[config.mk]
export PLATFORM = sky130hd
export DESIGN_NAME = mtis_cmp
export DESIGN_NICKNAME = d
export VERILOG_FILES = /design/src/sv/mtis_pkg.sv /design/src/sv/mtis_cmp.sv
export SDC_FILE = /design/constraint.sdc
export NUM_CORES = 1
export LEC_CHECK = 0
export ABC_CLOCK_PERIOD_IN_PS = 2200
export BUFFER_PORTS_ARGS = -buffer_cell sky130_fd_sc_hd__buf_2
export CAP_MARGIN = 20
export CORE_MARGIN = 3
export CORE_UTILIZATION = 42
export DETAILED_ROUTE_END_ITERATION = 8
export GPL_ROUTABILITY_DRIVEN = 1
export PLACE_DENSITY = 0.9
export REMOVE_ABC_BUFFERS = 1
export SYNTH_ARGS = -nofsm -noshare
export SYNTH_HDL_FRONTEND = slang
export SYNTH_SLANG_ARGS = --single-unit
[constraint.sdc]
create_clock -name vclk -period 2.2
set_input_delay 0.33 -clock vclk [all_inputs]
set_output_delay 0.33 -clock vclk [all_outputs]
set_load 0.02 [all_outputs]
[src/sv/mtis_pkg.sv]
// Shared types and constants for the monotone table interval search block.
`timescale 1ns / 1ps

package mtis_pkg;

	// Width of one level key.
	localparam int KEY_W = 63;

	// Width of the entry index and of the interval index.
	localparam int IDX_W = 8;

	// Width of a level count, which can reach 256.
	localparam int CNT_W = 9;

	// Largest table that the eight-bit entry index can address.
	localparam int INDEX_SPAN = 256;

	// Configuration register indexes.
	localparam logic [7:0] CFG_LEVEL_COUNT = 8'd0;
	localparam logic [7:0] CFG_DESCENDING = 8'd1;

	// Input operation codes.
	localparam logic OP_LOAD = 1'b0;
	localparam logic OP_QUERY = 1'b1;

	// Reset value of the level count register.
	localparam logic [CNT_W-1:0] LEVEL_COUNT_RESET = 9'd256;

	// Outcome of one comparison of a table entry against the key.
	typedef struct packed {
		logic lt;
		logic gt;
	} cmp_res_t;

endpackage

[src/sv/mtis_cmp.sv]
// Shared magnitude comparator of a table entry against the working key.
`timescale 1ns / 1ps

module mtis_cmp (
	input  logic [mtis_pkg::KEY_W-1:0] entry,
	input  logic [mtis_pkg::KEY_W-1:0] key,
	output mtis_pkg::cmp_res_t         res
);

	// Both relations come from the same unsigned compare of the two words.
	always_comb begin
		res.lt = (entry < key);
		res.gt = (entry > key);
	end

endmodule

==> impl_metrics.csv, run 1 <==
group,metric,value,unit
outcome,status,"finished with violations",
outcome,violations,"setup timing",
power,comb_power_share,1.000,
timing,tightest_slew,0.312,ns
place,placed_cells,413,
power,swShare,0.458,
floorplanning,std_cell_rows,22,
drt,wl_per_cell,12.0,um
synth,synth.avg_cell_area,7.27,um^2
finish,final_util,0.739,
critical_path,worst_setup_path_start_kind,"input port",
timing,slew_headroom,0.790,
min_path,hp-start,"entry[62]",
global_route,grt_pass1_vias,2008,
floorplanning,die_w,68.4,um
place,port_buffers,128,
critical_path,critPathKind,"in2out",
power,internal_power,263,uW
critical_path,arrival,2.09,ns
place,gp_congestion,0.801,
timing,period_minus_slack,2.42,ns
critical_path,cp_max_fo,2,
timing,fmax,413,MHz
floorplanning,dieArea,4680,um^2
floorplanning,fp.dieH,68.4,um
critical_path,end_kind,"primary output",
finish,seq_cell_count,0,
critical_path,required,1.87,ns
synth,yosysTopAreaCell,"ha_1",
finish,regArea,0,um^2
global_route,grt_usage,0.201,
critical_path,cp-startpoint,"key[20]",
drt,route.detailed.drc,0,
timing,rsz0062_at_grt,"true",
power,irDropWorstVdd,0.0967,mV
drt,drtIter0Drc,21,
power,leakagePower,0.00167,uW
place,dp_hpwl,4170,um
finish,drive_gt1_frac,0.486,
drt,vias,2027,
synth,yosysWarnings,0,
floorplanning,io_pins,128,
drt,drtAntennaViolNets,0,
drt,drt_pass1_iterations,4,
place,preCtsSetupSlack,-0.319,ns
drt,postRouteWirelength,5010,um
timing,period_share,1.10,
synth,ys_seq_area_frac,0,
power,power,485,uW
timing,layout_setup_ws,-0.220,ns
synth,ys_top_cells_by_area,"ha_1 (48%), inv_1 (15%), a21oi_1 (7.3%)",
global_route,antenna_found_initial,0,
global_route,grt_max_degree,5,
drt,viasPerCell,4.87,
global_route,overflow,0,
finish,clkbuf_count,0,
finish,antenna_cells,0,
min_path,hold_class,"in2out",
power,pwr-share-seq,0,
run,drv_cap,0,
timing,hold_viol,0,
synth,synth.cell_area,1640,um^2
floorplanning,fp.coreArea,3720,um^2
power,power_frac_clock,0,
global_route,grt_pass1_wl,7490,um
power,p_sw,222,uW
finish,fillerInstances,285,
timing,slew_violations,0,
clock_network,cts.hold.buffers_added,0,
timing,final.setup.tns,-0.437,ns
synth,synthCells,225,
synth,synth.distinct_cells,26,
finish,finalNetCount,559,
power,pwr_density_cell,177,nW/um^2
synth,yosys.area.top_type_share,0.482,
floorplanning,initial_core_util,0.440,
finish,layout.cells.non_filler,416,
finish,syn_to_final_growth,68.0,%
timing,setup_viol,2,
-- cells in the mapped netlist (all sizes together) --
cell and instances:
a31oi 1, a21oi 24, nor2 5, nor4 2, o31a 1, nand2 14, nand3b 1, nand4 12
inv 65, nor3 5, a41o 1, a2111oi 1, a21o 6, ha 63, and4 1, o32ai 1
a221oi 3, nand2b 1, o21ai 8, a311oi 1, nand3 8, a221o 1
-- per-layer routing --
layer	vias to the layer above	routed length (um)	track usage	share of wire
li1	1072	-	-	-
met1	865	1800	0.196	0.36
met2	82	2710	0.424	0.54
met3	8	417	0.0312	0.083
met4	0	80	0.0471	0.016
met5	-	0	0	0
-- final timing paths --
kind / slack (ns) / cells after the start / endpoint
setup / recovery: -0.22 / 10 / res[1]
hold / removal: 1.25 / 6 / res[1]
-- critical path: stages --
cell and delay [ns]:
buf_2 0.10, inv_2 0.07, ha_4 0.20, a21o_1 0.15, a21o_1 0.17, a2111oi_2 0.29, buf_4 0.17, o32ai_2 0.07
nor4_2 0.31, buf_2 0.23
-- cell families (layout without fill, tap and decap cells) --
| logic type | count (synthesis) | count (layout) | synth area share |
|---|---|---|---|
| buf+inv | 65 | 208 | 0.149 |
| fa+ha+maj | 63 | 63 | 0.482 |
| simple gates | 49 | 49 | 0.182 |
| compound gates | 48 | 48 | 0.187 |
-- power groups by stage --
stage	combinational, uW	sequential, uW	clock (uW)
floorplan	216	0	0
global placement	381	0	0
detailed placement	400	0	0
CTS	461	0	0
global route	546	0	0
finish	485	0	0
-- final cells by class --
cell class	instances	area [um^2]	area share
inverter	65	246	0.0897
timing repair buffer	143	806	0.293
tap	48	60.1	0.0219
multi-input combinational	160	1640	0.595
-- repair_timing --
| item | CTS | global route |
|---|---|---|
| resized for setup | 36 | 6 |
| pin swaps | 17 | 3 |
| hold endpoints to repair | 0 | 0 |
| setup endpoints to repair | 2 | 2 |
| setup buffers | 2 | 1 |
-- through the flow --
| stage | instance area [um^2] | hold slack [ns] |
|---|---|---|
| finish | 2750 | 1.25 |
| global route | 2750 | 1.28 |
| floorplan | 1640 | 0.989 |
| CTS | 2680 | 1.26 |
| detailed placement | 2430 | 1.27 |
| global placement | 2430 | 1.26 |
-- placed cells by master, fill, tap and decap left out, types with 3 or more instances in the layout --
cell / n
nor3_1: 3
a21oi_1: 22
a21o_1: 6
nand4_1: 8
buf_4: 16
nor2_1: 5
ha_1: 49
buf_2: 119
nand3_1: 8
inv_2: 4
o21ai_0: 6
ha_4: 14
a221oi_2: 3
inv_1: 60
buf_6: 8
nand2_1: 14
No activity file was read; power rests on OpenSTA's default activity.
==> inputs of run 2 (changes only) <==
ABC_AREA = 1   (was default)
ABC_CLOCK_PERIOD_IN_PS = 2650   (was 2200)
CORE_UTILIZATION = 44   (was 42)
clock period = 2.65 ns   (was 2.2 ns; I/O delays follow)
==> run 2 against run 1 <==
The flow now finishes without violations. Cell count rose by 15%. Routed wire length decreased by 13%. Critical path type unchanged. Critical path depth grew 3. Non-clock buffer count is 15 lower. Synthesized cell count increased by 34%. Utilization is 8.3 points lower. Power is 33% lower.
==> impl_metrics.csv, run 2 <==
group,metric,value,unit
finish,layout.cells.non_filler,478,
synth,yosysWarnings,0,
critical_path,required,2.25,ns
synth,yosys.area.top_type_share,0.440,
timing,hold_viol,0,
power,power,326,uW
floorplanning,dieArea,4880,um^2
timing,holdWs,1.54,ns
place,preCtsSetupSlack,0.443,ns
power,leakagePower,0.00177,uW
timing,slew_headroom,0.875,
clock_network,cts.hold.buffers_added,0,
synth,ys_top_cells_by_area,"ha_1 (44%), inv_1 (19%), nand2_1 (17%)",
critical_path,critPathBufInv,3,
clock_network,post-cts-setup-buffer-count,0,
drt,postRouteWirelength,4350,um
run,drv_cap,0,
synth,synthCells,302,
finish,syn_to_final_growth,39.1,%
synth,yosysTopAreaCell,"ha_1",
power,irDropWorstVdd,0.0674,mV
critical_path,path_common_cell,"nand2_1",
finish,regArea,0,um^2
drt,route.detailed.drc,0,
drt,viasPerCell,4.48,
synth,synth.avg_cell_area,5.94,um^2
floorplanning,initial_core_util,0.472,
global_route,grt_max_degree,4,
place,placed_cells,478,
finish,final_common_cell,"buf_2",
global_route,grt_pass1_vias,2032,
finish,antenna_cells,0,
synth,ys_seq_area_frac,0,
synth,synthTopCellsByCount,"inv_1 (89), nand2_1 (83), ha_1 (63), a21oi_1 (23), nor2_1 (16)",
finish,seq_cell_count,0,
critical_path,path_cells,"buf_2 > inv_1 > ha_1 > nand2_1 > nor2_2 > and2_4 > nand3_2 > nor2_2 > nand2_1 > nand2_1 > nand2_1 > a21oi_1 > buf_2",
timing,setup_viol,0,
synth,synth.distinct_cells,18,
critical_path,arrival,1.80,ns
floorplanning,io_pins,128,
global_route,grt_usage,0.178,
drt,drtAntennaViolNets,0,
global_route,grt_pass1_wl,7700,um
clock_network,post_cts_resized,0,
critical_path,end_kind,"primary output",
place,dp_hpwl,4240,um
global_route,antenna_found_initial,0,
timing,slew_violations,0,
power,pwr_density_cell,131,nW/um^2
synth,synth.cell_area,1790,um^2
drt,vias,2142,
drt,wl_per_cell,9.10,um
timing,fmax,455,MHz
timing,tightest_slew,0.186,ns
critical_path,critPathMaxStageDelay,0.29,ns
floorplanning,fp.dieH,69.8,um
outcome,status,"finished clean",
finish,layout_common_cells,"buf_2 (128), inv_1 (89), nand2_1 (83)",
floorplanning,die_w,69.8,um
place,gp_congestion,0.834,
timing,period_share,0.829,
global_route,overflow,0,
finish,finalNetCount,621,
critical_path,worst_setup_path_start_kind,"input port",
critical_path,critPathKind,"in2out",
floorplanning,fp.coreArea,3800,um^2
timing,final.setup.tns,0,ns
finish,clkbuf_count,0,
drt,drtIter0Drc,29,
drt,drt_pass1_iterations,6,
finish,drive_gt1_frac,0.316,
place,port_buffers,128,
timing,layout_setup_ws,0.454,ns
timing,period_minus_slack,2.20,ns
critical_path,critPathSlowestCell,"ha_1",
synth,synth_most_common_cell,"inv_1",
min_path,hold_class,"in2out",
timing,rsz0062_at_grt,"false",
critical_path,cp_max_fo,2,
critical_path,cp_top_family,"simple AND/OR/NAND/NOR gates",
floorplanning,std_cell_rows,22,
-- run 2: cell types whose count changed after synthesis, sizes merged, moves of 2 or more --
cell	previous run	this run
a221oi	3	0
nand2	14	83
nor4	2	0
o21ai	8	2
inv	65	89
a21o	6	4
and2	0	2
nor2	5	20
nand4	12	2
-- run 2: layout make-up --
cell class / count / area, um^2
well taps: 48 / 60.1
repair buffers: 128 / 641
inverters: 89 / 334
fillers: 352 / 1310
multi-input cells: 213 / 1460
-- run 2: per-layer routing --
layer  wire, um  track usage
met1       1790        0.216
met5          0            0
met3        374       0.0246
met4          0            0
met2       2190        0.346
-- run 2: per-stage QoR --
step	util	instance area, um^2
finish	0.656	2490
global route	0.656	2490
CTS	0.656	2490
detailed placement	0.656	2490
global placement	0.656	2490
floorplan	-	1790
-- run 2: where the power goes --
part / internal, uW / total (uW) / switching [uW]
registers: 0 / 0 / 0
clock network: 0 / 0 / 0
logic: 165 / 326 / 161
total: 165 / 326 / 161
-- run 2: path summary, 6_finish.rpt --
path	startpoint	end	slack (ns)	cells after the start
hold / removal	entry[62]	res[0]	1.54	9
setup / recovery	key[30]	res[0]	0.45	13
-- run 2: cells by family after synthesis --
group / share of synthesized area
adders and majority gates: 0.440
and+or+nand+nor: 0.287
buffers and inverters: 0.186
AOI/OAI and AO/OA: 0.0872
==> inputs of run 3 (changes only) <==
ABC_CLOCK_PERIOD_IN_PS = 1800   (was 2650)
CORE_UTILIZATION = 39   (was 44)
PLACE_DENSITY = 0.85   (was 0.9)
clock period = 1.8 ns   (was 2.65 ns; I/O delays follow)
==> run 3 against run 2 <==
The run now ends with setup timing left. Non-clock buffer count up 5. Utilization up 3.4 points. Routed wire length up 20%. Die area up 12%. Setup slack worse by 0.54 ns. Critical path depth unchanged. Combinational power up 100%. Global-route usage down 1.6 points. Power up 100%. Critical path type unchanged.
==> impl_metrics.csv, run 3 (same netlist as run 2, synthesis figures left out) <==
group,metric,value,unit
critical_path,arrival,1.62,ns
critical_path,cp_top_family,"simple AND/OR/NAND/NOR gates",
timing,tightest_slew,0.178,ns
finish,seq_cell_count,0,
power,power_frac_clock,0,
critical_path,end_kind,"primary output",
timing,slew_headroom,0.881,
floorplanning,std_cell_rows,24,
min_path,hold_class,"in2out",
finish,layout_common_cells,"buf_2 (116), inv_1 (76), nand2_1 (73)",
drt,drt_pass1_iterations,5,
timing,holdWs,1.26,ns
drt,viasPerCell,4.60,
global_route,grt_usage,0.162,
power,internal_power,339,uW
power,comb_power_share,1.000,
run,drv_cap,0,
power,swShare,0.484,
global_route,grt_max_degree,4,
finish,syn_to_final_growth,68.7,%
timing,period_minus_slack,1.89,ns
finish,final_cell_area,3030,um^2
power,pwr-share-seq,0,
place,preCtsSetupSlack,-0.236,ns
outcome,violations,"setup timing",
floorplanning,io_pins,128,
timing,period_share,1.05,
drt,vias,2240,
drt,route.detailed.drc,0,
critical_path,critPathSlowestCell,"ha_4",
floorplanning,dieArea,5450,um^2
global_route,antenna_found_initial,0,
floorplanning,initial_core_util,0.409,
finish,layout.cells.non_filler,487,
place,dp_hpwl,4150,um
drt,drtAntennaViolNets,0,
critical_path,crit_cells,13,
critical_path,critPathMaxStageDelay,0.26,ns
floorplanning,fp.coreArea,4380,um^2
finish,finalNetCount,626,
place,placed_cells,486,
place,placed_area,2530,um^2
finish,regArea,0,um^2
finish,final_util,0.690,
floorplanning,die_w,73.8,um
power,leakagePower,0.00184,uW
power,pwr_density_cell,217,nW/um^2
critical_path,worst_setup_path_start_kind,"input port",
power,p_sw,317,uW
drt,wl_per_cell,10.7,um
critical_path,cp_max_fo,2,
critical_path,required,1.53,ns
finish,drive_gt1_frac,0.474,
critical_path,critPathBufInv,3,
power,irDropWorstVdd,0.125,mV
critical_path,critPathKind,"in2out",
drt,postRouteWirelength,5210,um
timing,setup_viol,2,
timing,rsz0062_at_grt,"true",
critical_path,cp-startpoint,"key[29]",
place,gp_congestion,0.728,
floorplanning,fp.dieH,73.8,um
critical_path,crit_path_end,"res[1]",
global_route,grt_pass1_wl,7470,um
finish,final_common_cell,"buf_2",
place,port_buffers,128,
timing,fmax,529,MHz
finish,clkbuf_count,0,
critical_path,path_cells,"buf_6 > inv_4 > ha_4 > nand2_4 > nor2_4 > and2_4 > nand3_2 > nor2_2 > nand2_1 > nand2_1 > nand2_2 > and2_4 > buf_6",
drt,drtIter0Drc,22,
global_route,overflow,0,
finish,antenna_cells,0,
timing,layout_setup_ws,-0.0896,ns
timing,slew_violations,0,
outcome,status,"finished with violations",
finish,fillerInstances,364,
global_route,grt_pass1_vias,2079,
timing,hold_viol,0,
==> run 3: worst min-delay path by stage <==
stage / start / endpoint / depth (start not counted)
floorplan: entry[62] / res[1] / 7
finish: entry[62] / res[1] / 9
detailed placement: entry[62] / res[1] / 9
global placement: entry[62] / res[1] / 9
CTS: entry[62] / res[0] / 9
global route: entry[61] / res[1] / 9
==> run 3: through the flow <==
step                TNS [ns]  total power (uW)
global route          -0.327               750
floorplan                  0               280
detailed placement    -0.406               491
finish                -0.168               656
CTS                   -0.240               545
global placement      -0.351               472
==> run 3: metal layers <==
layer / global-route usage / vias to the layer above / routed length [um]
met5: 0 / - / 0
met4: 0.0161 / 0 / 30
met3: 0.0164 / 4 / 379
met2: 0.344 / 74 / 2820
met1: 0.169 / 966 / 1980
li1: - / 1196 / -
==> run 3: timing repair <==
action                                  CTS  global route
resized for setup                        31            59
pin swaps                                18            27
hold buffers                              0             0
setup buffers                             0             1
endpoints found under the setup margin    2             2
==> run 3: power groups by stage <==
stage                     logic (uW)  registers [uW]  clock network (uW)
final                            656               0                   0
after detailed placement         491               0                   0
after global routing             750               0                   0
after CTS                        545               0                   0
after global placement           472               0                   0
after floorplan                  280               0                   0
==> run 3: tightest hold or removal path, cell delays in order <==
cell	delay, ns
buf_2	0.08
ha_1	0.14
a21oi_1	0.04
nand2_1	0.05
nor2_1	0.04
nand2_1	0.07
a21oi_2	0.04
and2_4	0.13
buf_6	0.12
==> run 3: layout make-up <==
| class | instances | area, um^2 | area share |
|---|---|---|---|
| multi-input combinational | 213 | 1870 | 0.620 |
| tap | 52 | 65.1 | 0.0215 |
| timing repair buffer | 133 | 749 | 0.248 |
| inverter | 89 | 337 | 0.111 |
